File: src/jdc_pkg.sv
package jdc_pkg;

  // Calibration length default
  localparam int CAL_SAMPLES_DEF = 40;

  // Field widths
  localparam int SAMPLE_W = 12;
  localparam int TIME_W   = 32;
  localparam int DB_W     = 16;
  localparam int CFG_IDX_W  = 3;
  localparam int CFG_DATA_W = 16;

  // Reset values
  localparam logic [SAMPLE_W-1:0] CENTER_RESET = 12'd2048;
  localparam logic [SAMPLE_W-1:0] DZ_FB_RESET  = 12'd400;
  localparam logic [SAMPLE_W-1:0] DZ_LR_RESET  = 12'd180;
  localparam logic [DB_W-1:0]     DEBOUNCE_RESET = 16'd200;

  // Drive command codes
  typedef enum logic [2:0] {
    DRV_HALT  = 3'd0,
    DRV_FWD   = 3'd1,
    DRV_REV   = 3'd2,
    DRV_PORT  = 3'd3,
    DRV_STBD  = 3'd4
  } cmd_t;

  // Configuration register indexes
  typedef enum logic [CFG_IDX_W-1:0] {
    CFG_DZ_FB     = 3'd0,
    CFG_DZ_LR     = 3'd1,
    CFG_DEBOUNCE  = 3'd2,
    CFG_SWAP      = 3'd3,
    CFG_INV_LR    = 3'd4,
    CFG_INV_FB    = 3'd5
  } cfg_idx_t;

  typedef struct packed {
    logic [SAMPLE_W-1:0] dz_fb;
    logic [SAMPLE_W-1:0] dz_lr;
    logic [DB_W-1:0]     debounce;
    logic                swap;
    logic                inv_lr;
    logic                inv_fb;
  } cfg_t;

  typedef struct packed {
    logic [SAMPLE_W-1:0] x;
    logic [SAMPLE_W-1:0] y;
  } center_t;

  // Calibration tag attached to an accepted item
  typedef struct packed {
    logic is_cal;
    logic is_last;
  } cal_tag_t;

  typedef struct packed {
    cmd_t cmd;
    logic toggled;
    logic mode;
  } res_t;

endpackage

File: src/jdc_in_if.sv
interface jdc_in_if;
  logic                         valid;
  logic                         ready;
  logic [jdc_pkg::SAMPLE_W-1:0] x_sample;
  logic [jdc_pkg::SAMPLE_W-1:0] y_sample;
  logic                         button_level;
  logic [jdc_pkg::TIME_W-1:0]   time_ms;

  modport source (output valid, x_sample, y_sample, button_level, time_ms, input ready);
  modport sink   (input valid, x_sample, y_sample, button_level, time_ms, output ready);
endinterface

File: src/jdc_out_if.sv
interface jdc_out_if;
  logic       valid;
  logic       ready;
  logic [2:0] drive_command;
  logic       mode_toggled;
  logic       mode_now;

  modport source (output valid, drive_command, mode_toggled, mode_now, input ready);
  modport sink   (input valid, drive_command, mode_toggled, mode_now, output ready);
endinterface

File: src/jdc_cal.sv
module jdc_cal #(
  parameter int CAL_SAMPLES = jdc_pkg::CAL_SAMPLES_DEF
) (
  input  logic                         clk,
  input  logic                         rst_n,
  input  logic                         acc,
  input  logic [jdc_pkg::SAMPLE_W-1:0] x_sample,
  input  logic [jdc_pkg::SAMPLE_W-1:0] y_sample,
  input  logic                         load,
  output jdc_pkg::cal_tag_t            tag,
  output jdc_pkg::center_t             center
);

  localparam int CNT_W = $clog2(CAL_SAMPLES + 1);
  localparam int LOG_N = $clog2(CAL_SAMPLES);
  localparam int SUM_W = jdc_pkg::SAMPLE_W + LOG_N;
  // Reciprocal multiply: exact floor for any sum below 2^SUM_W
  localparam int DIV_SH = SUM_W + LOG_N;
  localparam int MUL_W  = DIV_SH + 1;
  localparam int PROD_W = SUM_W + MUL_W;
  localparam logic [MUL_W-1:0] DIV_MUL =
    MUL_W'(((64'd1 << DIV_SH) + 64'(CAL_SAMPLES) - 64'd1) / 64'(CAL_SAMPLES));

  logic [CNT_W-1:0]  cnt_r;
  logic [SUM_W-1:0]  sum_x_r, sum_y_r;
  jdc_pkg::center_t  center_r;
  logic [PROD_W-1:0] prod_x, prod_y;

  // Tag of the item offered now, from the count before it
  assign tag.is_cal  = (cnt_r < CNT_W'(CAL_SAMPLES));
  assign tag.is_last = (cnt_r == CNT_W'(CAL_SAMPLES - 1));

  // Sums are final by the time the last calibration item reaches the stage
  assign prod_x = PROD_W'(sum_x_r) * PROD_W'(DIV_MUL);
  assign prod_y = PROD_W'(sum_y_r) * PROD_W'(DIV_MUL);

  always_ff @(posedge clk) begin
    if (!rst_n) begin
      cnt_r      <= '0;
      sum_x_r    <= '0;
      sum_y_r    <= '0;
      center_r.x <= jdc_pkg::CENTER_RESET;
      center_r.y <= jdc_pkg::CENTER_RESET;
    end else begin
      if (acc && tag.is_cal) begin
        cnt_r   <= cnt_r + CNT_W'(1);
        sum_x_r <= sum_x_r + SUM_W'(x_sample);
        sum_y_r <= sum_y_r + SUM_W'(y_sample);
      end
      if (load) begin
        center_r.x <= prod_x[DIV_SH +: jdc_pkg::SAMPLE_W];
        center_r.y <= prod_y[DIV_SH +: jdc_pkg::SAMPLE_W];
      end
    end
  end

  assign center = center_r;

endmodule

File: src/jdc_cmd.sv
module jdc_cmd (
  input  logic                         clk,
  input  logic                         rst_n,
  input  logic                         fire,
  input  logic [jdc_pkg::SAMPLE_W-1:0] x_sample,
  input  logic [jdc_pkg::SAMPLE_W-1:0] y_sample,
  input  logic                         button_level,
  input  logic [jdc_pkg::TIME_W-1:0]   time_ms,
  input  jdc_pkg::center_t             center,
  input  jdc_pkg::cfg_t                cfg,
  output jdc_pkg::res_t                res
);

  localparam int OFS_W = jdc_pkg::SAMPLE_W + 1;

  logic                       mode_r, mode_nxt;
  logic                       btn_prev_r;
  logic [jdc_pkg::TIME_W-1:0] last_r;
  logic [jdc_pkg::TIME_W-1:0] elapsed;
  logic                       toggle;
  logic signed [OFS_W-1:0]    dx, dy, lr, fb, lr_sw, fb_sw, dz_fb, dz_lr;
  jdc_pkg::cmd_t              cmd;

  // Debounced falling edge
  assign elapsed  = time_ms - last_r;
  assign toggle   = btn_prev_r && !button_level &&
                    (elapsed > jdc_pkg::TIME_W'(cfg.debounce));
  assign mode_nxt = mode_r ^ toggle;

  // Centered offsets, swap, invert
  assign dx    = $signed({1'b0, x_sample}) - $signed({1'b0, center.x});
  assign dy    = $signed({1'b0, y_sample}) - $signed({1'b0, center.y});
  assign lr_sw = cfg.swap ? dy : dx;
  assign fb_sw = cfg.swap ? dx : dy;
  assign lr    = cfg.inv_lr ? -lr_sw : lr_sw;
  assign fb    = cfg.inv_fb ? -fb_sw : fb_sw;
  assign dz_fb = $signed({1'b0, cfg.dz_fb});
  assign dz_lr = $signed({1'b0, cfg.dz_lr});

  // Deadzone compare on the active axis; halt when the mode toggles
  always_comb begin
    cmd = jdc_pkg::DRV_HALT;
    if (!toggle) begin
      if (mode_r) begin
        if (fb > dz_fb)       cmd = jdc_pkg::DRV_FWD;
        else if (fb < -dz_fb) cmd = jdc_pkg::DRV_REV;
      end else begin
        if (lr > dz_lr)       cmd = jdc_pkg::DRV_STBD;
        else if (lr < -dz_lr) cmd = jdc_pkg::DRV_PORT;
      end
    end
  end

  assign res.cmd     = cmd;
  assign res.toggled = toggle;
  assign res.mode    = mode_nxt;

  // Mode and debounce state
  always_ff @(posedge clk) begin
    if (!rst_n) begin
      mode_r     <= 1'b1;
      btn_prev_r <= 1'b1;
      last_r     <= '0;
    end else if (fire) begin
      mode_r     <= mode_nxt;
      btn_prev_r <= button_level;
      if (toggle) last_r <= time_ms;
    end
  end

endmodule

File: src/joystick_drive_command.sv
// Registered path from item accept to result valid: input register, then result register.
// Throughput: one item per cycle, limited only by result back-pressure.
// The first CAL_SAMPLES items after reset are calibration items and give no result;
// the axis centers load through a constant reciprocal multiply as the last one retires.
// Reset (synchronous, rst_n low): config to defaults, centers 2048, calibration
// restarts, forward/back mode, button released, last toggle time 0, pipeline empty.
module joystick_drive_command #(
  parameter int CAL_SAMPLES = jdc_pkg::CAL_SAMPLES_DEF
) (
  input  logic                           clk,
  input  logic                           rst_n,
  jdc_in_if.sink                         in_ch,
  jdc_out_if.source                      out_ch,
  input  logic                           cfg_we,
  input  logic [jdc_pkg::CFG_IDX_W-1:0]  cfg_index,
  input  logic [jdc_pkg::CFG_DATA_W-1:0] cfg_wdata
);

  jdc_pkg::cfg_t     cfg_r;
  jdc_pkg::cal_tag_t tag, tag_r;
  jdc_pkg::center_t  center;
  jdc_pkg::res_t     res, out_res_r;

  logic                         in_vld_r;
  logic [jdc_pkg::SAMPLE_W-1:0] x_r, y_r;
  logic                         btn_r;
  logic [jdc_pkg::TIME_W-1:0]   time_r;
  logic                         out_vld_r;
  logic                         acc, advance, fire;

  // Handshake: calibration items retire without needing the result register
  assign advance     = in_vld_r && (tag_r.is_cal || !out_vld_r || out_ch.ready);
  assign fire        = advance && !tag_r.is_cal;
  assign in_ch.ready = !in_vld_r || advance;
  assign acc         = in_ch.valid && in_ch.ready;

  // Configuration registers
  always_ff @(posedge clk) begin
    if (!rst_n) begin
      cfg_r.dz_fb    <= jdc_pkg::DZ_FB_RESET;
      cfg_r.dz_lr    <= jdc_pkg::DZ_LR_RESET;
      cfg_r.debounce <= jdc_pkg::DEBOUNCE_RESET;
      cfg_r.swap     <= 1'b1;
      cfg_r.inv_lr   <= 1'b1;
      cfg_r.inv_fb   <= 1'b1;
    end else if (cfg_we) begin
      unique case (cfg_index)
        jdc_pkg::CFG_DZ_FB:    cfg_r.dz_fb    <= cfg_wdata[jdc_pkg::SAMPLE_W-1:0];
        jdc_pkg::CFG_DZ_LR:    cfg_r.dz_lr    <= cfg_wdata[jdc_pkg::SAMPLE_W-1:0];
        jdc_pkg::CFG_DEBOUNCE: cfg_r.debounce <= cfg_wdata[jdc_pkg::DB_W-1:0];
        jdc_pkg::CFG_SWAP:     cfg_r.swap     <= cfg_wdata[0];
        jdc_pkg::CFG_INV_LR:   cfg_r.inv_lr   <= cfg_wdata[0];
        jdc_pkg::CFG_INV_FB:   cfg_r.inv_fb   <= cfg_wdata[0];
        default: ;
      endcase
    end
  end

  // Calibration accumulator and centers
  jdc_cal #(
    .CAL_SAMPLES(CAL_SAMPLES)
  ) u_cal (
    .clk      (clk),
    .rst_n    (rst_n),
    .acc      (acc),
    .x_sample (in_ch.x_sample),
    .y_sample (in_ch.y_sample),
    .load     (advance && tag_r.is_last),
    .tag      (tag),
    .center   (center)
  );

  // Input register
  always_ff @(posedge clk) begin
    if (!rst_n) begin
      in_vld_r <= 1'b0;
    end else if (in_ch.ready) begin
      in_vld_r <= in_ch.valid;
    end
  end

  always_ff @(posedge clk) begin
    if (acc) begin
      x_r    <= in_ch.x_sample;
      y_r    <= in_ch.y_sample;
      btn_r  <= in_ch.button_level;
      time_r <= in_ch.time_ms;
      tag_r  <= tag;
    end
  end

  // Debounce, mode and command logic
  jdc_cmd u_cmd (
    .clk          (clk),
    .rst_n        (rst_n),
    .fire         (fire),
    .x_sample     (x_r),
    .y_sample     (y_r),
    .button_level (btn_r),
    .time_ms      (time_r),
    .center       (center),
    .cfg          (cfg_r),
    .res          (res)
  );

  // Result register
  always_ff @(posedge clk) begin
    if (!rst_n) begin
      out_vld_r <= 1'b0;
    end else if (fire) begin
      out_vld_r <= 1'b1;
    end else if (out_ch.ready) begin
      out_vld_r <= 1'b0;
    end
  end

  always_ff @(posedge clk) begin
    if (fire) begin
      out_res_r <= res;
    end
  end

  assign out_ch.valid         = out_vld_r;
  assign out_ch.drive_command = out_res_r.cmd;
  assign out_ch.mode_toggled  = out_res_r.toggled;
  assign out_ch.mode_now      = out_res_r.mode;

endmodule

File: src/flat_wrapper.sv
// flat-port wrapper written by rule: the top's interface ports become plain ports
module joystick_drive_command_flat 
#(
  parameter int CAL_SAMPLES = jdc_pkg::CAL_SAMPLES_DEF
)
  (clk, rst_n, cfg_we, cfg_index, cfg_wdata, in_ch_valid, in_ch_x_sample, in_ch_y_sample, in_ch_button_level, in_ch_time_ms, in_ch_ready, out_ch_valid, out_ch_drive_command, out_ch_mode_toggled, out_ch_mode_now, out_ch_ready);
  jdc_in_if in_ch_i ();
  jdc_out_if out_ch_i ();
  input  logic clk;
  input  logic rst_n;
  input  logic cfg_we;
  input  logic [jdc_pkg::CFG_IDX_W-1:0] cfg_index;
  input  logic [jdc_pkg::CFG_DATA_W-1:0] cfg_wdata;
  input wire logic [$bits(in_ch_i.valid)-1:0] in_ch_valid;
  input wire logic [$bits(in_ch_i.x_sample)-1:0] in_ch_x_sample;
  input wire logic [$bits(in_ch_i.y_sample)-1:0] in_ch_y_sample;
  input wire logic [$bits(in_ch_i.button_level)-1:0] in_ch_button_level;
  input wire logic [$bits(in_ch_i.time_ms)-1:0] in_ch_time_ms;
  output wire logic [$bits(in_ch_i.ready)-1:0] in_ch_ready;
  output wire logic [$bits(out_ch_i.valid)-1:0] out_ch_valid;
  output wire logic [$bits(out_ch_i.drive_command)-1:0] out_ch_drive_command;
  output wire logic [$bits(out_ch_i.mode_toggled)-1:0] out_ch_mode_toggled;
  output wire logic [$bits(out_ch_i.mode_now)-1:0] out_ch_mode_now;
  input wire logic [$bits(out_ch_i.ready)-1:0] out_ch_ready;
  assign in_ch_i.valid = in_ch_valid;
  assign in_ch_i.x_sample = in_ch_x_sample;
  assign in_ch_i.y_sample = in_ch_y_sample;
  assign in_ch_i.button_level = in_ch_button_level;
  assign in_ch_i.time_ms = in_ch_time_ms;
  assign in_ch_ready = in_ch_i.ready;
  assign out_ch_valid = out_ch_i.valid;
  assign out_ch_drive_command = out_ch_i.drive_command;
  assign out_ch_mode_toggled = out_ch_i.mode_toggled;
  assign out_ch_mode_now = out_ch_i.mode_now;
  assign out_ch_i.ready = out_ch_ready;
  joystick_drive_command #(.CAL_SAMPLES(CAL_SAMPLES)) u_core (.clk(clk), .rst_n(rst_n), .in_ch(in_ch_i), .out_ch(out_ch_i), .cfg_we(cfg_we), .cfg_index(cfg_index), .cfg_wdata(cfg_wdata));
endmodule
File: config.mk
export PLATFORM = sky130hd
export DESIGN_NAME = joystick_drive_command_flat
export DESIGN_NICKNAME = d
export VERILOG_FILES = /design/src/jdc_pkg.sv /design/src/jdc_in_if.sv /design/src/jdc_out_if.sv /design/src/jdc_cal.sv /design/src/jdc_cmd.sv /design/src/joystick_drive_command.sv /design/src/flat_wrapper.sv
export SDC_FILE = /design/constraint.sdc
export NUM_CORES = 1
export LEC_CHECK = 0
export ABC_CLOCK_PERIOD_IN_PS = 14600
export BUFFER_PORTS_ARGS = -buffer_cell sky130_fd_sc_hd__clkbuf_2
export CORE_MARGIN = 4
export CORE_UTILIZATION = 30
export CTS_CLUSTER_DIAMETER = 200
export DETAILED_ROUTE_END_ITERATION = 8
export PLACE_DENSITY = 0.54
export SETUP_SLACK_MARGIN = 0.1
export SLEW_MARGIN = 20
export SYNTH_ARGS = -nofsm -noshare
export SYNTH_HDL_FRONTEND = slang
export SYNTH_SLANG_ARGS = --single-unit
export TNS_END_PERCENT = 30
File: constraint.sdc
create_clock -name clk -period 14.6 [get_ports clk]
set_input_delay 1.46 -clock clk [delete_from_list [all_inputs] [get_ports clk]]
set_output_delay 1.46 -clock clk [all_outputs]
set_load 0.02 [all_outputs]
==> qor.txt <==
Outcome -> finished clean
Fin area -> 26,000 sq um
Sequential fraction of the synthesis area -> 20.6%
Fin crit share -> 46.8%
Die W -> 287 um
Max Cap Viol -> 0
Area leader, netlist -> ha_1
VDD IR-drop max -> 0.0000576 V
Die ar. -> 82,600 sq um
Clk slew on worst S/H paths -> 60 ps
Final nets -> 3,372
Std-Cell Rows -> 102
Post-synthesis simple-gate area fraction -> 12.4%
Final HPWL DP -> 47,900 um
CP Launch Type -> flip-flop
#FFs+latches synth -> 209
Vias per cell -> 4.65
Fmax -> 147 MHz
Initial Utilization -> 30.2%
Vias in the first global route -> 17,500
Layout fillers -> 8,109
CP endpoint kind -> flip-flop
Hold Violations, Final -> 0
Clock Skew -> 9.77 ps
Largest net degree at the start of global routing -> 60
Data required, critical path -> 15,080 ps
Main combinational cell family by area after synthesis -> adder cells
Root Buffer -> clkbuf_16
RSZ-0062 raised after global routing -> false
Critical setup path kind -> reg2reg
Routed Antenna Nets -> 0
GRT Util Overall -> 14.2%
Mapped Area -> 23,400 sq um
Post-synth EDFFs -> 64
Final cell count without fillers -> 3,759
Mean Syn Cell Area -> 8.93 sq um
TritonCTS clock tree -> built
# diodes -> 0
Hold Path Stages -> 2
RR Startpoint -> u_core.u_cal.sum_y_r[16]$_SDFFE_PN0P_
Flop pwr share -> 23.3%
Relative slew slack -> 31.1%
Logic pwr share -> 50.9%
Commonest cells post-synth -> 503 x inv_1, 391 x ha_1, 275 x nand2_1, 203 x fa_1, 161 x a21oi_1
Total Wirelength -> 57,800 um
Initial antenna violation count -> 0
Sw Ratio -> 40.9%
Crit-path max FO -> 5
Post-CTS Setup Bufs -> 0
Die height -> 287 um
Hold path endpoint -> u_core.u_cal.center[4]$_SDFFE_PN0P_
Area of placed instances -> 25,000 sq um
Int Power -> 1.67 mW
Number of remaining DRC errors -> 0
R2r worst-path depth -> 23
Share of cells above drive strength 1 -> 6.58%
Clock latency at the later pin of the worst-skew pair -> 560 ps
Routed wire length per instance -> 15.4 um
Area grow syn2layout -> 11.0%
Worst-margin pin slew -> 1030 ps
Clock sink total -> 209
Final setup viols -> 0
Clock buffer depth -> 3
IO Count -> 88
Hold-fix buffers at CTS -> 0
HP Start -> u_core.u_cal.center[4]$_SDFFE_PN0P_
Synth area leaders -> ha_1 21%, fa_1 17%, dfxtp_1 12%
CTS H-tree lvls -> 1
Worst hold path type -> reg2reg
First-pass GRT wire length -> 94,700 um
Final core utilization -> 33.5%
Syn nets -> 3,299
RR Endpoint -> u_core.u_cal.center[10]$_SDFFE_PN0P_
Iter 0 DRT Violations -> 1,046
Slew Viols, Final -> 0
Mapped Cells -> 2,624
Compound-Gate Fraction of Synth Area -> 12.8%
NetSw -> 1.15 mW
Grt ovf -> 0
Hold slack -> 451 ps
Yosys top cell area share -> 20.9%
Crit path time final -> 6830 ps
DRT Pass-1 Iters -> 5
Warnings from Yosys -> 0
PortBufs -> 87
Via count -> 17,500
Share of synthesized registers carrying an async set or reset -> 0%
Setup TNS -> 0 ps
Clock power share -> 25.8%
Post-synth top flop -> dfxtp_1
Adder-cell area share of the yosys netlist -> 38.2%
Worst EP arrival -> 7310 ps
Cells resized by post-CTS repair -> 0
Xor/xnor share of the synthesized area -> 4.41%
Most numerous cell in the Yosys netlist -> inv_1
Distinct cells, synth -> 87
R2R Setup Slk -> 7770 ps
CTS Buf Count -> 28
Gpl congestion -> 0.861
Crit. Startpoint -> u_core.u_cal.sum_y_r[16]$_SDFFE_PN0P_
Placed cells -> 3,707
PD cells -> 109 nW/um^2
Multiplexer share of the synthesized area -> 2.42%
Core area -> 77,500 sq um
LEAKAGE -> 12.1 nW
==> placed cells by master, fill, tap and decap left out, types with 19 or more instances in the layout <==
cell	Yosys	routed
a21o_1	25	25
a31oi_1	19	19
nand4_1	22	22
o21ai_0	81	81
clkbuf_16	0	32
nor3_1	48	48
nand2_1	275	275
xor2_1	40	40
fa_1	203	203
nand2b_1	19	19
inv_1	503	502
mux2i_1	51	51
edfxtp_1	64	64
ha_1	391	391
o21a_1	32	32
o211ai_1	29	29
dfxtp_1	145	145
nor2_1	107	107
a21oi_1	161	161
clkbuf_2	0	86
xnor2_1	78	78
nor2b_1	32	32
nand3_1	43	43
==> flip-flops by register name (all words and copies together) (netlist names), 6 cells and up <==
signal	count
u_core.u_cal.sum_x_r	18
u_core.u_cmd.last_r	32
u_core.u_cal.cnt_r	6
u_core.u_cal.center	24
u_core.x_r	12
u_core.cfg_r	43
u_core.y_r	12
u_core.time_r	32
u_core.u_cal.sum_y_r	18
==> power groups by stage <==
stage	Sequential, mW	Combinational (mW)	Clock (mW)
global route	0.660	1.71	0.777
detailed placement	0.669	1.45	0
CTS	0.656	1.47	0.754
floorplan	0.657	1.08	0
global placement	0.669	1.44	0
finish	0.656	1.44	0.729
==> critical path, cell delays in order, from the launching register on <==
cell and delay, ps:
dfxtp_1 420, inv_1 90, ha_1 280, inv_1 90, fa_1 600, inv_1 70
fa_1 590, inv_1 70, fa_1 500, fa_1 550, inv_1 60, fa_1 530
inv_1 40, ha_1 300, nand4_1 120, or4_1 490, o211ai_1 470, a211oi_1 200
o31ai_1 390, a21oi_1 160, nor2b_1 180, o21ai_0 130, mux2_2 280, o21ai_0 130
==> per-stage QoR <==
stage | power [mW] | worst slack, ps
2_1_floorplan | 1.74 | 8420
6_report | 2.82 | 7770
5_1_grt | 3.15 | 7240
3_5_place_dp | 2.12 | 7730
3_3_place_gp | 2.11 | 7830
4_1_cts | 2.88 | 7700
==> layer usage <==
layer / share of wire, % / global-route usage, % / vias up / routed length (um)
li1: - / - / 8896 / -
met1: 51 / 20.9 / 8291 / 29200
met5: 0 / 0 / - / 0
met3: 3.8 / 1.86 / 45 / 2190
met2: 44 / 22.6 / 246 / 25600
met4: 1.3 / 2.31 / 0 / 732
==> layout make-up <==
class	instances	area, sq um	area share [%]
clock buffer	37	860	3.31
sequential	209	4820	18.6
timing repair buffer	98	520	2.00
multi-input combinational	1855	16400	63.3
tap	1040	1300	5.01
inverter	505	1900	7.29
clock inverter	15	136	0.525
==> logic make-up after synthesis <==
kind of cell | Yosys count
AO/OA/AOI/OAI | 462
XOR/XNOR | 118
adder cells (fa/ha/maj) | 594
buffers and inverters | 560
flip-flops | 209
multiplexers | 56
AND/OR/NAND/NOR | 625
==> worst max-delay path by stage <==
stage                     depth (start not counted)                                    to
final                                            23  u_core.u_cal.center[10]$_SDFFE_PN0P_
after CTS                                        23  u_core.u_cal.center[10]$_SDFFE_PN0P_
after global routing                             23  u_core.u_cal.center[10]$_SDFFE_PN0P_
after global placement                           23  u_core.u_cal.center[10]$_SDFFE_PN0P_
after detailed placement                         23  u_core.u_cal.center[10]$_SDFFE_PN0P_
after floorplan                                  24  u_core.u_cal.center[23]$_SDFFE_PN1P_
No activity file was read; power rests on OpenSTA's default activity.
